**config.mk**
```make
export PLATFORM = sky130hd
export DESIGN_NAME = mce_unit
export DESIGN_NICKNAME = d
export VERILOG_FILES = /design/src/rtl/mce_pkg.sv /design/src/rtl/mce_unit.sv
export SDC_FILE = /design/constraint.sdc
export NUM_CORES = 2
export LEC_CHECK = 0
export BUFFER_PORTS_ARGS = -buffer_cell sky130_fd_sc_hd__buf_2
export CAP_MARGIN = 10
export CORE_ASPECT_RATIO = 0.6
export CORE_MARGIN = 3
export CORE_UTILIZATION = 60
export CTS_BUF_LIST = sky130_fd_sc_hd__clkbuf_2
export DETAILED_ROUTE_END_ITERATION = 8
export HOLD_SLACK_MARGIN = 0.06
export MAX_ROUTING_LAYER = met4
export PLACE_DENSITY = 0.82
export SYNTH_ARGS = -nofsm -noshare
export SYNTH_HDL_FRONTEND = slang
export SYNTH_SLANG_ARGS = --single-unit
```
**constraint.sdc**
```tcl
create_clock -name clk -period 37.8 [get_ports clk]
set_input_delay 3.78 -clock clk [delete_from_list [all_inputs] [get_ports clk]]
set_output_delay 3.78 -clock clk [all_outputs]
set_load 0.1 [all_outputs]
```
**src/rtl/mce_pkg.sv**
```systemverilog
// Package for the Monte Carlo mean estimator.
// Holds the register indexes, register widths, reset values and arithmetic unit opcodes.
// No dependencies.
package mce_pkg;

	localparam int COUNT_BITS_DEF = 32;
	localparam int CFG_DATA_W     = 48;
	localparam int CFG_INDEX_W    = 2;
	localparam int FRAC_BITS      = 16;
	localparam int EST_W          = 17;
	localparam int STATUS_W       = 2;
	localparam int TOTAL_W        = 32;
	localparam int TOL_W          = 16;
	localparam int TARGET_W       = 32;

	localparam logic [TARGET_W-1:0]   SUCCESS_TARGET_RST = 32'd100;
	localparam logic [CFG_DATA_W-1:0] PAIR_SCALE_RST     = 48'd65536;
	localparam logic [CFG_DATA_W-1:0] FINAL_SCALE_RST    = 48'd65536;
	localparam logic [TOL_W-1:0]      TOLERANCE_RST      = 16'd6554;

	typedef enum logic [CFG_INDEX_W-1:0] {
		REG_SUCCESS_TARGET = 2'd0,
		REG_PAIR_SCALE     = 2'd1,
		REG_FINAL_SCALE    = 2'd2,
		REG_TOLERANCE      = 2'd3
	} reg_index_t;

	typedef enum logic [STATUS_W-1:0] {
		STAT_OK    = 2'd0,
		STAT_SAT   = 2'd1,
		STAT_EMPTY = 2'd2
	} status_t;

	typedef enum logic [1:0] {
		OP_LOAD    = 2'd0,
		OP_MUL_NUM = 2'd1,
		OP_MUL_DEN = 2'd2,
		OP_DIV     = 2'd3
	} unit_op_t;

endpackage

```
**src/rtl/mce_unit.sv**
```systemverilog
// Shared multiply and divide unit of the mean estimator.
// Shift-add multiply one multiplier bit a cycle, restoring divide one quotient bit a cycle.
// Depends on mce_pkg.
module mce_unit #(
	parameter int W  = 144,
	parameter int MW = 33
) (
	input  logic              clk,
	input  logic              arst_n,
	input  logic              start,
	input  mce_pkg::unit_op_t op,
	input  logic [W-1:0]      opa,
	input  logic [W-1:0]      opb,
	input  logic [MW-1:0]     opm,
	output logic [W-1:0]      quo,
	output logic              rem_nz,
	output logic              done
);
	import mce_pkg::*;

	localparam int CW = $clog2(W + 1);

	logic [W-1:0]  num_q, den_q, acc_q, x_q;
	logic [MW-1:0] m_q;
	logic [W:0]    rem_q;
	logic [CW-1:0] cnt_q;
	logic          busy_q, done_q;
	unit_op_t      op_q;

	logic [W-1:0] acc_n;
	logic [W:0]   trial;
	logic         ge;

	assign acc_n = m_q[0] ? acc_q + x_q : acc_q;
	assign trial = {rem_q[W-1:0], num_q[W-1]};
	assign ge    = trial >= {1'b0, den_q};

	always_ff @(posedge clk or negedge arst_n) begin
		if (!arst_n) begin
			busy_q <= 1'b0;
			done_q <= 1'b0;
			op_q   <= OP_LOAD;
			cnt_q  <= '0;
		end else begin
			// A load finishes at once; the others finish on their last busy cycle.
			done_q <= start ? (op == OP_LOAD) : (busy_q && cnt_q == CW'(1));
			if (start) begin
				op_q <= op;
				unique case (op)
					OP_LOAD: ;
					OP_MUL_NUM, OP_MUL_DEN: begin
						busy_q <= 1'b1;
						cnt_q  <= CW'(MW);
					end
					OP_DIV: begin
						busy_q <= 1'b1;
						cnt_q  <= CW'(W);
					end
					default: ;
				endcase
			end else if (busy_q) begin
				cnt_q <= cnt_q - 1'b1;
				if (cnt_q == CW'(1))
					busy_q <= 1'b0;
			end
		end
	end

	// Datapath registers carry no reset.
	always_ff @(posedge clk) begin
		if (start) begin
			unique case (op)
				OP_LOAD: begin
					num_q <= opa;
					den_q <= opb;
				end
				OP_MUL_NUM: begin
					x_q   <= num_q;
					acc_q <= '0;
					m_q   <= opm;
				end
				OP_MUL_DEN: begin
					x_q   <= den_q;
					acc_q <= '0;
					m_q   <= opm;
				end
				OP_DIV: begin
					rem_q <= '0;
				end
				default: ;
			endcase
		end else if (busy_q) begin
			unique case (op_q)
				OP_MUL_NUM, OP_MUL_DEN: begin
					acc_q <= acc_n;
					x_q   <= {x_q[W-2:0], 1'b0};
					m_q   <= {1'b0, m_q[MW-1:1]};
					if (cnt_q == CW'(1)) begin
						if (op_q == OP_MUL_NUM)
							num_q <= acc_n;
						else
							den_q <= acc_n;
					end
				end
				OP_DIV: begin
					rem_q <= ge ? trial - {1'b0, den_q} : trial;
					num_q <= {num_q[W-2:0], ge};
				end
				default: ;
			endcase
		end
	end

	assign quo    = num_q;
	assign rem_nz = |rem_q;
	assign done   = done_q;

endmodule

```
==> impl_metrics.ini <==
[run_status]
status = finished with violations
violations = DRC, slew limit

[setup_path]
reg2regPathDepth = 13
r2r-start = x_q[7]
reg2reg_to = den_q[140]
reg2reg_slack_ps = 30860
critPathMaxFanout = 3
startpoint = rem_q[110]
crit_arrival_ps = 4380
crit_required_ps = 34020
path_class = reg2out
end_kind = output port
cp-endpoint = rem_nz
cp-start-kind = register

[clock_network]
cts_resized = 0
clock_latency_ps = 1690
cts_tree = done
cts-root-buf = clkbuf_2
clk_pin_slew_worst_paths_ps = 140
numClockSinks = 766
cts_inserted_buffers = 182
cts_buffer_depth = 3
htreeDepth = 4
hold_buffers = 0
cts_setup_buffers = 0

[die]
die_h_um = 243
floorplan.initialDensity_pct = 60.9
rows = 86
dieArea_mm2 = 0.0975
pin_count = 472
core_area_mm2 = 0.0923
dieWidth_um = 401

[yosys]
yosys_warnings = 0
ys_top_cells_by_area = edfxtp_1 40%, a21oi_1 7.6%, ha_1 6.6%, nand2_1 4.8%, mux2i_1 4.5%
synth_seq_cells = 766
synth_seq_area_share_pct = 40.8
netlist_top_cells_count = 857 x a21oi_1, 754 x edfxtp_1, 721 x nand2_1
syn-num-nets = 6914
async_reset_ff_share_pct = 1.57
syn_area_per_cell_um2 = 8.94
synth_top_area_share_pct = 40.3
syn_area_mm2 = 0.0562
synth_cell_types = 88
yosysMostFrequentCell = a21oi_1
post-synth-top-area-cell = edfxtp_1
synth-edff-count = 754
synthFlopType = edfxtp_1
syn_inst = 6290

[sta]
hold_violations = 0
fmax_ghz = 0.123
period_minus_slack_ps = 8160
setup_violations = 0
skew_ps = 144
worst_hold_slack_ps = 521
tightest_slew_ps = 1550
finalCritPeriodShare_pct = 21.6
slew_headroom_pct = -3.13
rsz0062_at_grt = false
fin_setup_tns_ps = 0
maxSlewViolCount = 2

[place]
place_hpwl_mm = 192
placed_cells = 7667
gp_congestion = 1.23
portBuffers = 471

[drt]
drc_errors = 5
wl_per_cell_um = 30.8
vias = 56900
drt-total-wl_mm = 248
antenna_left = 0
drt_iter0_markers = 10700
viasPerCell = 7.05
drtPass1Iterations = 9

[global_route]
grt_overflow = 0
grt_pass1_vias = 50700
grt_max_degree = 203
grt_antenna_before_repair = 46
grt_first_pass_wirelength_mm = 351
grt_use_total_pct = 50.5

[flow_run]
max_cap_viol_count = 0

[min_path]
hold_class = reg2reg
hold-path-cell-count = 1

[cells_and_area]
drive_gt1_share_pct = 15.3
area_growth_pct = 8.55
multiInputGateArea_mm2 = 0.0309
final-seq-area_mm2 = 0.0229
fin_nets = 7244
fill_cells = 7697
stdcell_count = 8073

[pwr]
max-vdd-ir-drop_mv = 0.0329
p_total_mw = 3.73
p_leak_nw = 24.5
p_per_area_mw_per_mm2 = 61.1
power by group:
group	internal [mW]	total, mW	switching, mW
logic	0.583	1.88	1.29
registers	1.13	1.24	0.114
clock network	0.222	0.616	0.394
cell usage in the layout, fill, tap and decap left out, types with 63 or more instances in the layout:
cell type,synthesis,final
a21oi_1,857,857
edfxtp_1,754,754
nand2_1,721,719
nor2_1,641,639
buf_2,7,471
o21ai_0,404,400
ha_1,296,294
clkbuf_2,2,272
mux2i_1,251,251
inv_1,248,248
nand4_1,174,174
xnor2_1,168,168
a21o_1,156,156
mux2_2,140,140
nor3_1,108,108
xor2_1,97,97
o21bai_1,75,75
diode_2,0,70
nor4_1,69,69
and2_1,68,68
nand3_1,63,63
routing by layer:
metal | wire (um) | vias up | track usage [%]
li1 | - | 24100 | -
met1 | 97700 | 27000 | 69.7
met2 | 89000 | 5174 | 59.2
met3 | 52200 | 632 | 30.6
met4 | 9530 | 0 | 16.2
met5 | 0 | - | -
cells by family (layout without fill, tap and decap cells):
logic type                 count (synthesis)  in the layout  share of synthesized area, %
AOI/OAI and AO/OA                       1941           1941                          20.7
xor gates and xnor gates                 265            265                          4.13
adders and majority gates                298            298                          6.66
buffers and inverters                    630           1111                          4.47
DFF                                      766            766                          40.8
muxes                                    391            391                          7.27
other                                      0             70                             0
and+or+nand+nor                         1999           1999                          15.9
worst min-delay path by stage:
stage               endpoint  slack (ps)     start
floorplan           cnt_q[6]         470  cnt_q[6]
global placement    cnt_q[6]         490  cnt_q[6]
detailed placement  cnt_q[6]         500  cnt_q[6]
CTS                 cnt_q[6]         520  cnt_q[6]
global route        cnt_q[6]         550  cnt_q[6]
finish               m_q[19]         520   m_q[20]
flip-flops by register name, indices dropped and copies added, names as in the netlist:
name	count
den_q	144
m_q	33
done	1
x_q	144
op_q	2
acc_q	144
rem_q	145
cnt_q	8
busy_q	1
quo	144
cell type report:
| cell class | count | area share, % |
|---|---|---|
| multi-input combinational | 4894 | 50.6 |
| sequential | 766 | 37.6 |
| timing repair buffer | 525 | 4.60 |
| tap | 1232 | 2.53 |
| clock buffer | 272 | 2.23 |
| inverter | 251 | 1.56 |
| clock inverter | 63 | 0.627 |
| antenna | 70 | 0.287 |
through the flow:
step	instance area [um^2]	util (%)	setup WS, ps
finish	61000	66.1	29640
global route	61000	66.1	29620
CTS	60900	65.9	29810
detailed placement	59100	64.0	29910
global placement	59100	64.0	30100
floorplan	56200	-	17910
critical path, stage by stage, from the launching register on:
cell and delay [ps]:
edfxtp_1 530, nor4_1 650, nand4_1 170, nor4_1 560
nand4_1 410, buf_2 410
No activity file was read; power rests on OpenSTA's default activity.
